**src/hdl/ggc_pkg.sv**
```systemverilog
`default_nettype none

package ggc_pkg;

  localparam int unsigned MaxVertices = 256;
  localparam int unsigned VtxAddrW    = (MaxVertices > 1) ? $clog2(MaxVertices) : 1;
  localparam int unsigned VtxCntW     = $clog2(MaxVertices + 1);
  localparam int unsigned ColourW     = 8;
  localparam int unsigned NumColours  = 1 << ColourW;
  localparam int unsigned NbW         = 8;

  typedef logic [ColourW-1:0]    colour_t;
  typedef logic [VtxCntW-1:0]    vtx_cnt_t;
  typedef logic [VtxAddrW-1:0]   vtx_addr_t;
  typedef logic [NumColours-1:0] colour_set_t;

  typedef struct packed {
    logic           new_graph;
    logic           has_neighbour;
    logic [NbW-1:0] neighbour;
    logic           last_neighbour;
  } in_item_t;

  typedef struct packed {
    logic [7:0] vertex;
    colour_t    colour;
    logic       overflow;
  } out_item_t;

  // controls from the pipeline to the taken-colour unit
  typedef struct packed {
    logic    go;
    logic    restart;
    logic    set_en;
    colour_t set_colour;
    logic    last;
  } taken_ctl_t;

endpackage

`default_nettype wire

```
**src/hdl/ggc_ram.sv**
```systemverilog
`default_nettype none

module ggc_ram #(
  parameter int unsigned Width = 8,
  parameter int unsigned Depth = 256
) (
  input  wire logic                     clk_i,
  input  wire logic                     we_i,
  input  wire logic [$clog2(Depth)-1:0] waddr_i,
  input  wire logic [Width-1:0]         wdata_i,
  input  wire logic                     re_i,
  input  wire logic [$clog2(Depth)-1:0] raddr_i,
  output logic      [Width-1:0]         rdata_o
);

  logic [Width-1:0] mem_q [Depth];

  always_ff @(posedge clk_i) begin
    if (we_i) begin
      mem_q[waddr_i] <= wdata_i;
    end
    if (re_i) begin
      rdata_o <= mem_q[raddr_i];
    end
  end

endmodule

`default_nettype wire

```
**src/hdl/ggc_taken.sv**
```systemverilog
`default_nettype none

module ggc_taken (
  input  wire logic                clk_i,
  input  wire logic                rst_ni,
  input  wire ggc_pkg::taken_ctl_t ctl_i,
  output ggc_pkg::colour_t         free_colour_o
);

  localparam int unsigned GroupW    = 16;
  localparam int unsigned NumGroups = ggc_pkg::NumColours / GroupW;
  localparam int unsigned GrpSelW   = $clog2(NumGroups);
  localparam int unsigned BitSelW   = $clog2(GroupW);

  ggc_pkg::colour_set_t taken_q, taken_d;
  ggc_pkg::colour_set_t merged;
  logic [NumGroups-1:0] grp_free;
  logic [GroupW-1:0]    grp_bits;
  logic [GrpSelW-1:0]   grp_sel;
  logic [BitSelW-1:0]   bit_sel;

  always_comb begin
    merged = ctl_i.restart ? '0 : taken_q;
    if (ctl_i.set_en) begin
      merged[ctl_i.set_colour] = 1'b1;
    end
  end

  // two-level first-zero search: pick the lowest group with a free colour, then the bit
  always_comb begin
    for (int g = 0; g < NumGroups; g++) begin
      grp_free[g] = ~&merged[g*GroupW +: GroupW];
    end
    grp_sel = '0;
    for (int g = NumGroups - 1; g >= 0; g--) begin
      if (grp_free[g]) grp_sel = GrpSelW'(g);
    end
    grp_bits = merged[grp_sel*GroupW +: GroupW];
    bit_sel  = '0;
    for (int i = GroupW - 1; i >= 0; i--) begin
      if (!grp_bits[i]) bit_sel = BitSelW'(i);
    end
    // all colours taken saturates at the top colour
    free_colour_o = (|grp_free) ? {grp_sel, bit_sel} : '1;
  end

  always_comb begin
    taken_d = taken_q;
    if (ctl_i.go) begin
      taken_d = ctl_i.last ? '0 : merged;
    end
  end

  always_ff @(posedge clk_i or negedge rst_ni) begin
    if (!rst_ni) begin
      taken_q <= '0;
    end else begin
      taken_q <= taken_d;
    end
  end

endmodule

`default_nettype wire

```
**src/hdl/greedy_graph_colouring.sv**
```systemverilog
// channel | direction | handshake             | payload
// in      | input     | in_valid_i/in_ready_o | in_data_i  (ggc_pkg::in_item_t)
// out     | output    | out_valid_o/out_ready_i | out_data_o (ggc_pkg::out_item_t)
//
// one list entry per cycle unless a last entry waits on a full output: stage 0 reads the
// colour memory at the neighbour, stage 1 merges that colour into the taken set and, on
// the last entry, picks the first free colour and writes it back unless overflowed.
// the rate is set by the single read and write port of the colour memory.
// coloured marks are a fill count (vertices below the current one), so reset
// needs no clearing pass; the colour memory itself is never cleared.
// a stalled output holds one result plus one last entry in stage 1.
`default_nettype none

module greedy_graph_colouring (
  input  wire logic              clk_i,
  input  wire logic              rst_ni,
  input  wire logic              in_valid_i,
  output logic                   in_ready_o,
  input  wire ggc_pkg::in_item_t in_data_i,
  output logic                   out_valid_o,
  input  wire logic              out_ready_i,
  output ggc_pkg::out_item_t     out_data_o
);

  logic                accept;
  ggc_pkg::vtx_cnt_t   cur_q, cur_d, cur_eff;
  logic                nb_coloured, over0;
  ggc_pkg::vtx_addr_t  rd_addr, wr_addr;
  ggc_pkg::colour_t    rd_data, free_colour, s1_colour;
  logic                wr_en, fwd_d;

  logic                s1_valid_q, s1_valid_d;
  logic                s1_coloured_q, s1_new_q, s1_last_q, s1_over_q, s1_fwd_q;
  ggc_pkg::vtx_cnt_t   s1_vertex_q;
  ggc_pkg::colour_t    fwd_colour_q;
  logic                s1_go, out_free;

  logic                out_valid_q;
  ggc_pkg::out_item_t  out_data_q;
  ggc_pkg::taken_ctl_t taken_ctl;

  assign out_free   = !out_valid_q || out_ready_i;
  assign s1_go      = s1_valid_q && (!s1_last_q || out_free);
  assign in_ready_o = !s1_valid_q || s1_go;
  assign accept     = in_valid_i && in_ready_o;

  // stage 0: restart, coloured test against the fill count, memory read
  always_comb begin
    cur_eff     = in_data_i.new_graph ? '0 : cur_q;
    nb_coloured = in_data_i.has_neighbour &&
                  (32'(in_data_i.neighbour) < 32'(cur_eff));
    over0       = (32'(cur_eff) >= ggc_pkg::MaxVertices);
    rd_addr     = ggc_pkg::VtxAddrW'(in_data_i.neighbour);
    cur_d       = cur_q;
    if (accept) begin
      cur_d = cur_eff;
      if (in_data_i.last_neighbour && !over0) begin
        cur_d = cur_eff + ggc_pkg::vtx_cnt_t'(1);
      end
    end
  end

  // stage 1 write-back
  assign wr_en   = s1_go && s1_last_q && !s1_over_q;
  assign wr_addr = ggc_pkg::VtxAddrW'(s1_vertex_q);
  // read of an entry being written in the same cycle returns stale data
  assign fwd_d   = wr_en && (wr_addr == rd_addr);

  ggc_ram #(
    .Width (ggc_pkg::ColourW),
    .Depth (ggc_pkg::MaxVertices)
  ) u_colour_ram (
    .clk_i   (clk_i),
    .we_i    (wr_en),
    .waddr_i (wr_addr),
    .wdata_i (free_colour),
    .re_i    (accept),
    .raddr_i (rd_addr),
    .rdata_o (rd_data)
  );

  assign s1_colour = s1_fwd_q ? fwd_colour_q : rd_data;

  always_comb begin
    taken_ctl.go         = s1_go;
    taken_ctl.restart    = s1_new_q;
    taken_ctl.set_en     = s1_coloured_q;
    taken_ctl.set_colour = s1_colour;
    taken_ctl.last       = s1_last_q;
  end

  ggc_taken u_taken (
    .clk_i         (clk_i),
    .rst_ni        (rst_ni),
    .ctl_i         (taken_ctl),
    .free_colour_o (free_colour)
  );

  always_comb begin
    s1_valid_d = s1_valid_q;
    if (accept) begin
      s1_valid_d = 1'b1;
    end else if (s1_go) begin
      s1_valid_d = 1'b0;
    end
  end

  always_ff @(posedge clk_i or negedge rst_ni) begin
    if (!rst_ni) begin
      cur_q         <= '0;
      s1_valid_q    <= 1'b0;
      s1_coloured_q <= 1'b0;
      s1_new_q      <= 1'b0;
      s1_last_q     <= 1'b0;
      s1_over_q     <= 1'b0;
      s1_fwd_q      <= 1'b0;
      out_valid_q   <= 1'b0;
    end else begin
      cur_q      <= cur_d;
      s1_valid_q <= s1_valid_d;
      if (accept) begin
        s1_coloured_q <= nb_coloured;
        s1_new_q      <= in_data_i.new_graph;
        s1_last_q     <= in_data_i.last_neighbour;
        s1_over_q     <= over0;
        s1_fwd_q      <= fwd_d;
      end
      if (s1_go && s1_last_q) begin
        out_valid_q <= 1'b1;
      end else if (out_ready_i) begin
        out_valid_q <= 1'b0;
      end
    end
  end

  always_ff @(posedge clk_i) begin
    if (accept) begin
      s1_vertex_q  <= cur_eff;
      fwd_colour_q <= free_colour;
    end
    if (s1_go && s1_last_q) begin
      out_data_q.vertex   <= 8'(s1_vertex_q);
      out_data_q.colour   <= free_colour;
      out_data_q.overflow <= s1_over_q;
    end
  end

  assign out_valid_o = out_valid_q;
  assign out_data_o  = out_data_q;

endmodule

`default_nettype wire

```
**config.mk**
```make
export PLATFORM = sky130hd
export DESIGN_NAME = greedy_graph_colouring
export DESIGN_NICKNAME = d
export VERILOG_FILES = /design/src/hdl/ggc_pkg.sv /design/src/hdl/ggc_ram.sv /design/src/hdl/ggc_taken.sv /design/src/hdl/greedy_graph_colouring.sv
export SDC_FILE = /design/constraint.sdc
export NUM_CORES = 2
export LEC_CHECK = 0
export BUFFER_PORTS_ARGS = -buffer_cell sky130_fd_sc_hd__buf_2
export CORE_MARGIN = 10
export CORE_UTILIZATION = 25
export DETAILED_ROUTE_END_ITERATION = 7
export SLEW_MARGIN = 20
export SYNTH_ARGS = -nofsm -noshare
export SYNTH_HDL_FRONTEND = slang
export SYNTH_SLANG_ARGS = --single-unit
```
**constraint.sdc**
```tcl
create_clock -name clk_i -period 28.2 [get_ports clk_i]
set_input_delay 4.23 -clock clk_i [delete_from_list [all_inputs] [get_ports clk_i]]
set_output_delay 4.23 -clock clk_i [all_outputs]
set_load 0.02 [all_outputs]
```
After elaboration in Yosys (flattened, before gate mapping) --
Memory sizes are Yosys's and may differ from the RTL's. A register that Yosys moved wholly into a read port is not among the register bits. Cells that the tools add are included.
Word-level totals: register bits after elaboration 305, memory bits (writable) 2048, bits of input ports 15, output and inout bits 19, word-level logic and storage cells 121, memories 1
Operators by class: $add $sub $neg 1, $lt $le $gt $ge 4, eq/ne operators 1, shift operators 1, muxes and demuxes 47, bitwise operators 1, reduce and logical (&&, ||, !) cells 51
Memory list:
- u_colour_ram.mem_q | words 256, bits a word 8, read ports 1, clocked after Yosys merged registers in 1, write ports 1, line ggc_ram.sv:16 | logic [Width-1:0] mem_q [Depth];
Operators with widths (count):
- 256-bit 2-to-1 mux | 3
- 256-bit OR | 1
- 16-bit AND reduction | 16
- 256-bit by 9-bit indexed part select with 16-bit output | 1
- 4-bit 2-to-1 mux | 32
- 1-bit zero test | 21
- 9-bit 2-to-1 mux | 2
- 8-bit 2-to-1 mux | 2
- 16-bit OR reduction | 1
- 9-bit by 1-bit adder with 9-bit output (second input constant) | 1
- 9-bit >= comparator (second input constant) | 1
- 8-bit by 9-bit < comparator with 1-bit output | 1
- 8-bit by 9-bit < comparator with 1-bit output (second input constant) | 1
- 1-bit demux with 8-bit select | 1
- 8-bit equality test | 1
- 8-bit by 1-bit >= comparator with 1-bit output (second input constant) | 1
- 1-bit logical AND | 8
- 1-bit 2-to-1 mux | 7
- 2-bit nonzero test | 2
- 1-bit logical OR | 3

Longest topological paths before layout --
word-level depth 42, depth in mapped cells 25, mapped depth without buffers 16

By module --
From an unflattened synthesis, not the netlist that was laid out.
Second synthesis, totals: cells, all modules 6487, area total of the unflattened synthesis 101877.7 sq um
By module, submodules not included:
- ggc_ram | instances 1, cells each 3733, area an instance 79636.4 sq um
- ggc_taken | instances 1, cells each 2592, area an instance 20038.0 sq um
- greedy_graph_colouring | instances 1, cells each 162, area an instance 2203.4 sq um

Least setup slack after synthesis --
No wires, ideal clock.
kind reg2reg, start point register s1_fwd_q, end point register fwd_colour_q[3] (data pin), setup time 2228 ps, arrival 14791 ps, required time 25972 ps, path slack 11181 ps, stages on the path, launching flop included 20, path buffers 5, period minus slack after synthesis 17019 ps, cell sequence dfrtp_1 buf_6 or3b_2 buf_2 a22oi_1 buf_2 a32o_1 nand4_1 or3_1 o41ai_1 o2111a_1 buf_2 nor2_1 buf_2 or4b_1 nand3_1 o21ai_1 o211ai_1 nand2_1 nor3b_1
On the way: word-level cells in the longest chain between the ends 42
RTL lines:
- from (decl) | line greedy_graph_colouring.sv:33 | logic s1_coloured_q, s1_new_q, s1_last_q, s1_over_q, s1_fwd_q;
- from (signal assigned) | line greedy_graph_colouring.sv:126 | s1_fwd_q <= fwd_d;
- 8-bit 2-to-1 mux * | line greedy_graph_colouring.sv:82 | assign s1_colour = s1_fwd_q ? fwd_colour_q : rd_data;
- 8-bit by 9-bit < comparator with 1-bit output (implied by the code) or 8-bit by 1-bit >= comparator with 1-bit output (tied branches) | line ggc_taken.sv:25 | merged[ctl_i.set_colour] = 1'b1;
- 1-bit logical AND (implied by the code) | line ggc_taken.sv:25
- 1-bit 2-to-1 mux (implied by the code) | line ggc_taken.sv:25
- 1-bit demux with 8-bit select *
- 256-bit OR (no line) *
- 256-bit 2-to-1 mux * | line ggc_taken.sv:24 | if (ctl_i.set_en) begin
- 16-bit AND reduction | line ggc_taken.sv:32 | grp_free[g] = ~&merged[g*GroupW +: GroupW];
- 4-bit 2-to-1 mux (16 in series) | line ggc_taken.sv:36 | if (grp_free[g]) grp_sel = GrpSelW'(g);
- 256-bit by 9-bit indexed part select with 16-bit output | line ggc_taken.sv:38 | grp_bits = merged[grp_sel*GroupW +: GroupW];
- 4-bit 2-to-1 mux (16 in series) | line ggc_taken.sv:41 | if (!grp_bits[i]) bit_sel = BitSelW'(i);
- 8-bit 2-to-1 mux * | line ggc_taken.sv:44 | free_colour_o = (|grp_free) ? {grp_sel, bit_sel} : '1;
- named net free_colour[3] | line greedy_graph_colouring.sv:29 | ggc_pkg::colour_t rd_data, free_colour, s1_colour;
- to (signal assigned) | line greedy_graph_colouring.sv:139 | fwd_colour_q <= free_colour;
- to (decl) | line greedy_graph_colouring.sv:35 | ggc_pkg::colour_t fwd_colour_q;
Mark *: on every way through the listed nets, which the timed path passes. The rest lies on a longest branch. A chain may end at the register's enable or synchronous reset.

Worst setup path after layout --
start point register u_colour_ram.rdata_o[6], read port of u_colour_ram.mem_q, end point memory u_colour_ram.mem_q[97][3] (data pin)
On the way: word-level cells in the longest chain between the ends 42
RTL lines:
- from (decl) | line ggc_ram.sv:13 | output logic [Width-1:0] rdata_o
- 8-bit 2-to-1 mux * | line greedy_graph_colouring.sv:82
- 8-bit by 9-bit < comparator with 1-bit output (implied by the code) or 8-bit by 1-bit >= comparator with 1-bit output (tied branches) | line ggc_taken.sv:25
- 1-bit logical AND (implied by the code) | line ggc_taken.sv:25
- 1-bit 2-to-1 mux (implied by the code) | line ggc_taken.sv:25
- 1-bit demux with 8-bit select *
- 256-bit OR (no line) *
- 256-bit 2-to-1 mux * | line ggc_taken.sv:24
- 16-bit AND reduction | line ggc_taken.sv:32
- 4-bit 2-to-1 mux (16 in series) | line ggc_taken.sv:36
- 256-bit by 9-bit indexed part select with 16-bit output | line ggc_taken.sv:38
- 4-bit 2-to-1 mux (16 in series) | line ggc_taken.sv:41
- 8-bit 2-to-1 mux * | line ggc_taken.sv:44
- named net free_colour[3] | line greedy_graph_colouring.sv:29
- to (decl) | line ggc_ram.sv:16
Marked as above.

==> impl_results.md <==
* Yosys cell types at 98
* Max Fclk at 94.5 MHz
* Seq/Total Area, Yosys at 70.0%
* CTS sink count at 2,361
* Worst-Skew Late Latency at 0.94 ns
* Synthesized cell area at 99,400 sq um
* Final core occ at 28.7%
* Fin crit period at 10.58 ns
* Vias per cell at 5.19
* Die area at 423,000 sq um
* Clock buffer depth at 4
* Most frequent cell after synthesis: edfxtp_1
* DR WL met3 at 27,200 um
* Number of iterations in the first detailed-routing pass at 8
* Final worst clock skew at 0.130 ns
* Vias at 57,500
* WHS Path Cells at 2
* Post-synthesis adder-cell area fraction at 0.101%
* Crit path arrival time at 11.15 ns
* Syn_nets at 5,628
* Final Hold Viols at 0
* Top cells by area, synth: edfxtp_1 (63%), mux4_2 (15%), dfrtp_1 (6.9%)
* Top cell type's share of synthesized area at 63.1%
* Die Height at 650 um
* Compound-Gate Fraction of Synth Area at 7.06%
* Worst slew pin tran at 1.21 ns
* Synth warn at 0
* Met2 wire len at 143,000 um
* Pwr Density at 63.3 nW/um^2
* Remaining DRCs at 2
* Hold_buf cts at 0
* Synth Area per Inst at 17.7 sq um
* HPWL Detailed at 203,000 um
* Drt initial violations at 8,262
* Max VDD drop at 63.9 uV
* DR top layer: met5
* WL/cell at 28.4 um
* CTS resizes at 0
* Worst EP required at 28.77 ns
* Dpl ws at 17.97 ns
* Io pins at 34
* Port-buffer cells at 33
* Ys async rst share at 11.5%
* Most common library cells after synthesis: edfxtp_1 (2,089), mux4_2 (680), nor2_1 (343)
* Maximum capacitance violations at 0
* Setup TNS at 0 ns
* Post-synth top flop: edfxtp_1
* Final ANT Viol Nets at 0
* Max-slew headroom at 19.0%
* Met1 wire length at 132,000 um
* Leakage power at 36.8 nW
* Outcome: finished, violations left
* Grt total ovfl at 0
* Root Buffer: clkbuf_16
* NumNets Final at 5,678
* Startpoint Class: flop
* Period utilization at 37.5%
* Post-synthesis xor/xnor area fraction at 0.123%
* Crit path max fanout at 102
* Share of post-route cells with drive strength above 1 at 22.2%
* Chip width at 650 um
* Num rows at 231
* Final slew viol count at 0
* TritonCTS buffer count at 234
* Mapped Cells at 5,605
* CTS H-tree lvls at 4
* Initial antenna violation count at 18
* RSZ-0062 raised after global routing: false
* Worst reg2reg path depth at 19
* Clock tree from TritonCTS: yes
* Synthesized flop and latch total at 2,361
* Worst setup margin at 17.62 ns
* Synth-to-Final Area Change at 14.3%
* Leading area contributor after synthesis: edfxtp_1
* Core area at 396,000 sq um
* Post-CTS Repair Setup Buffers at 0
* Final setup vio count at 0
* Vias in the first global route at 56,600
* GRT Resource Usage Total at 14.3%
* Largest family of logic cells by synthesized area: multiplexers
* Largest net degree at the start of global routing at 258
* CP Capture Type: flop
* Simple-gate portion of the synthesized area at 5.14%
* Hold Crit Class: reg -> reg
* CTS clk-pin slew, worst paths at 0.07 ns
* Multiplexer share of the synthesized area at 15.8%
* Detailed Route WL at 315,000 um
* GPL Wtd Cong at 0.970
* First-pass GRT wire length at 446,000 um
* Failing checks: DRC
* Initial Utilization at 25.1%
* EDFF count, synth at 2,089
* CP Class: reg -> reg
-- metrics by stage --
step / power (mW) / hold slack (ns) / instances / instance area, sq um
2_1_floorplan: 4.04 / 0.421 / 5605 / 99400
3_3_place_gp: 4.18 / 0.455 / 10700 / 106000
3_5_place_dp: 4.18 / 0.463 / 10700 / 106000
4_1_cts: 7.23 / 0.478 / 11100 / 113000
5_1_grt: 7.39 / 0.502 / 11100 / 114000
6_report: 7.19 / 0.478 / 11100 / 114000
-- placed cells by master (no fill, tap or decap), types with 31 or more instances in the layout --
| cell | instances |
|---|---|
| dfrtp_1 | 271 |
| clkbuf_1 | 63 |
| o22ai_1 | 67 |
| a21oi_1 | 103 |
| inv_1 | 59 |
| a32o_1 | 37 |
| a22oi_1 | 119 |
| nor3_1 | 32 |
| nand2_1 | 331 |
| buf_4 | 148 |
| nand3_1 | 72 |
| clkbuf_16 | 237 |
| o21ai_0 | 282 |
| mux4_2 | 680 |
| nor2_1 | 325 |
| nor4_1 | 43 |
| mux2i_1 | 31 |
| clkinv_1 | 44 |
| edfxtp_1 | 2089 |
| a22o_1 | 127 |
-- registers in the layout (all words and copies together), names as in the netlist, 8 cells and up --
name and flops:
fwd_colour_q 8, out_data_o 17, s1_vertex_q 8, u_taken.taken_q 256, u_colour_ram.mem_q 2048, u_colour_ram.rdata_o 8
cur_q 9
-- layout make-up --
class | count | area, sq um
multi-input combinational | 2804 | 28300
antenna | 6 | 15.0
inverter | 60 | 230
fill | 38900 | 282000
clock buffer | 310 | 6300
clock inverter | 112 | 1120
tap | 5242 | 6560
sequential | 2361 | 69500
timing repair buffer | 194 | 1550
-- critical path: stages (launching register included) --
cell and delay [ns]:
edfxtp_1 0.75, nor3b_2 0.47, o22ai_1 0.38, o22ai_1 0.93, o2111a_1 0.52, and4b_1 0.36, a211oi_1 0.13, o41ai_1 0.86
o2111ai_2 0.60, nand2_2 0.56, buf_4 0.49, nand3_1 0.28, nand3_1 0.15, o21ai_0 0.30, o211ai_1 0.36, nand2_1 0.15
nor3b_2 0.34, buf_4 0.60, buf_4 0.92, buf_4 0.78
-- cells by family (layout without fill, tap and decap cells) --
family | after synthesis | after routing
compound gates | 1001 | 1001
xor+xnor | 14 | 14
fa+ha+maj | 8 | 8
buf+inv | 440 | 676
flops | 2361 | 2361
mux | 719 | 719
other cells | 0 | 6
simple gates | 1062 | 1062
-- routing by layer --
metal | GRT usage (%) | vias up
met5 | 0 | -
met4 | 5.27 | 4
met3 | 2.85 | 614
met2 | 21.9 | 3054
met1 | 20.0 | 30700
li1 | - | 23200
-- path summary, 6_finish.rpt --
check                      slack [ns]                    start                        end
setup / recovery                17.62  u_colour_ram.rdata_o[6]  u_colour_ram.mem_q[97][3]
hold / removal                   0.48     u_taken.taken_q[184]       u_taken.taken_q[184]
setup reg to reg                17.62  u_colour_ram.rdata_o[6]  u_colour_ram.mem_q[97][3]
hold reg to reg                  0.48     u_taken.taken_q[184]       u_taken.taken_q[184]
max in group asynchronous       23.20                   rst_ni        u_taken.taken_q[55]
min in group asynchronous        3.35                   rst_ni       u_taken.taken_q[207]
-- power breakdown --
part | switching (mW) | total [mW] | leakage [nW] | internal [mW]
Sequential | 0.0133 | 3.78 | 24.5 | 3.76
Combinational | 0.229 | 0.337 | 8.69 | 0.108
Clock | 1.34 | 3.07 | 3.59 | 1.73
(Power assumes the default switching activity.)
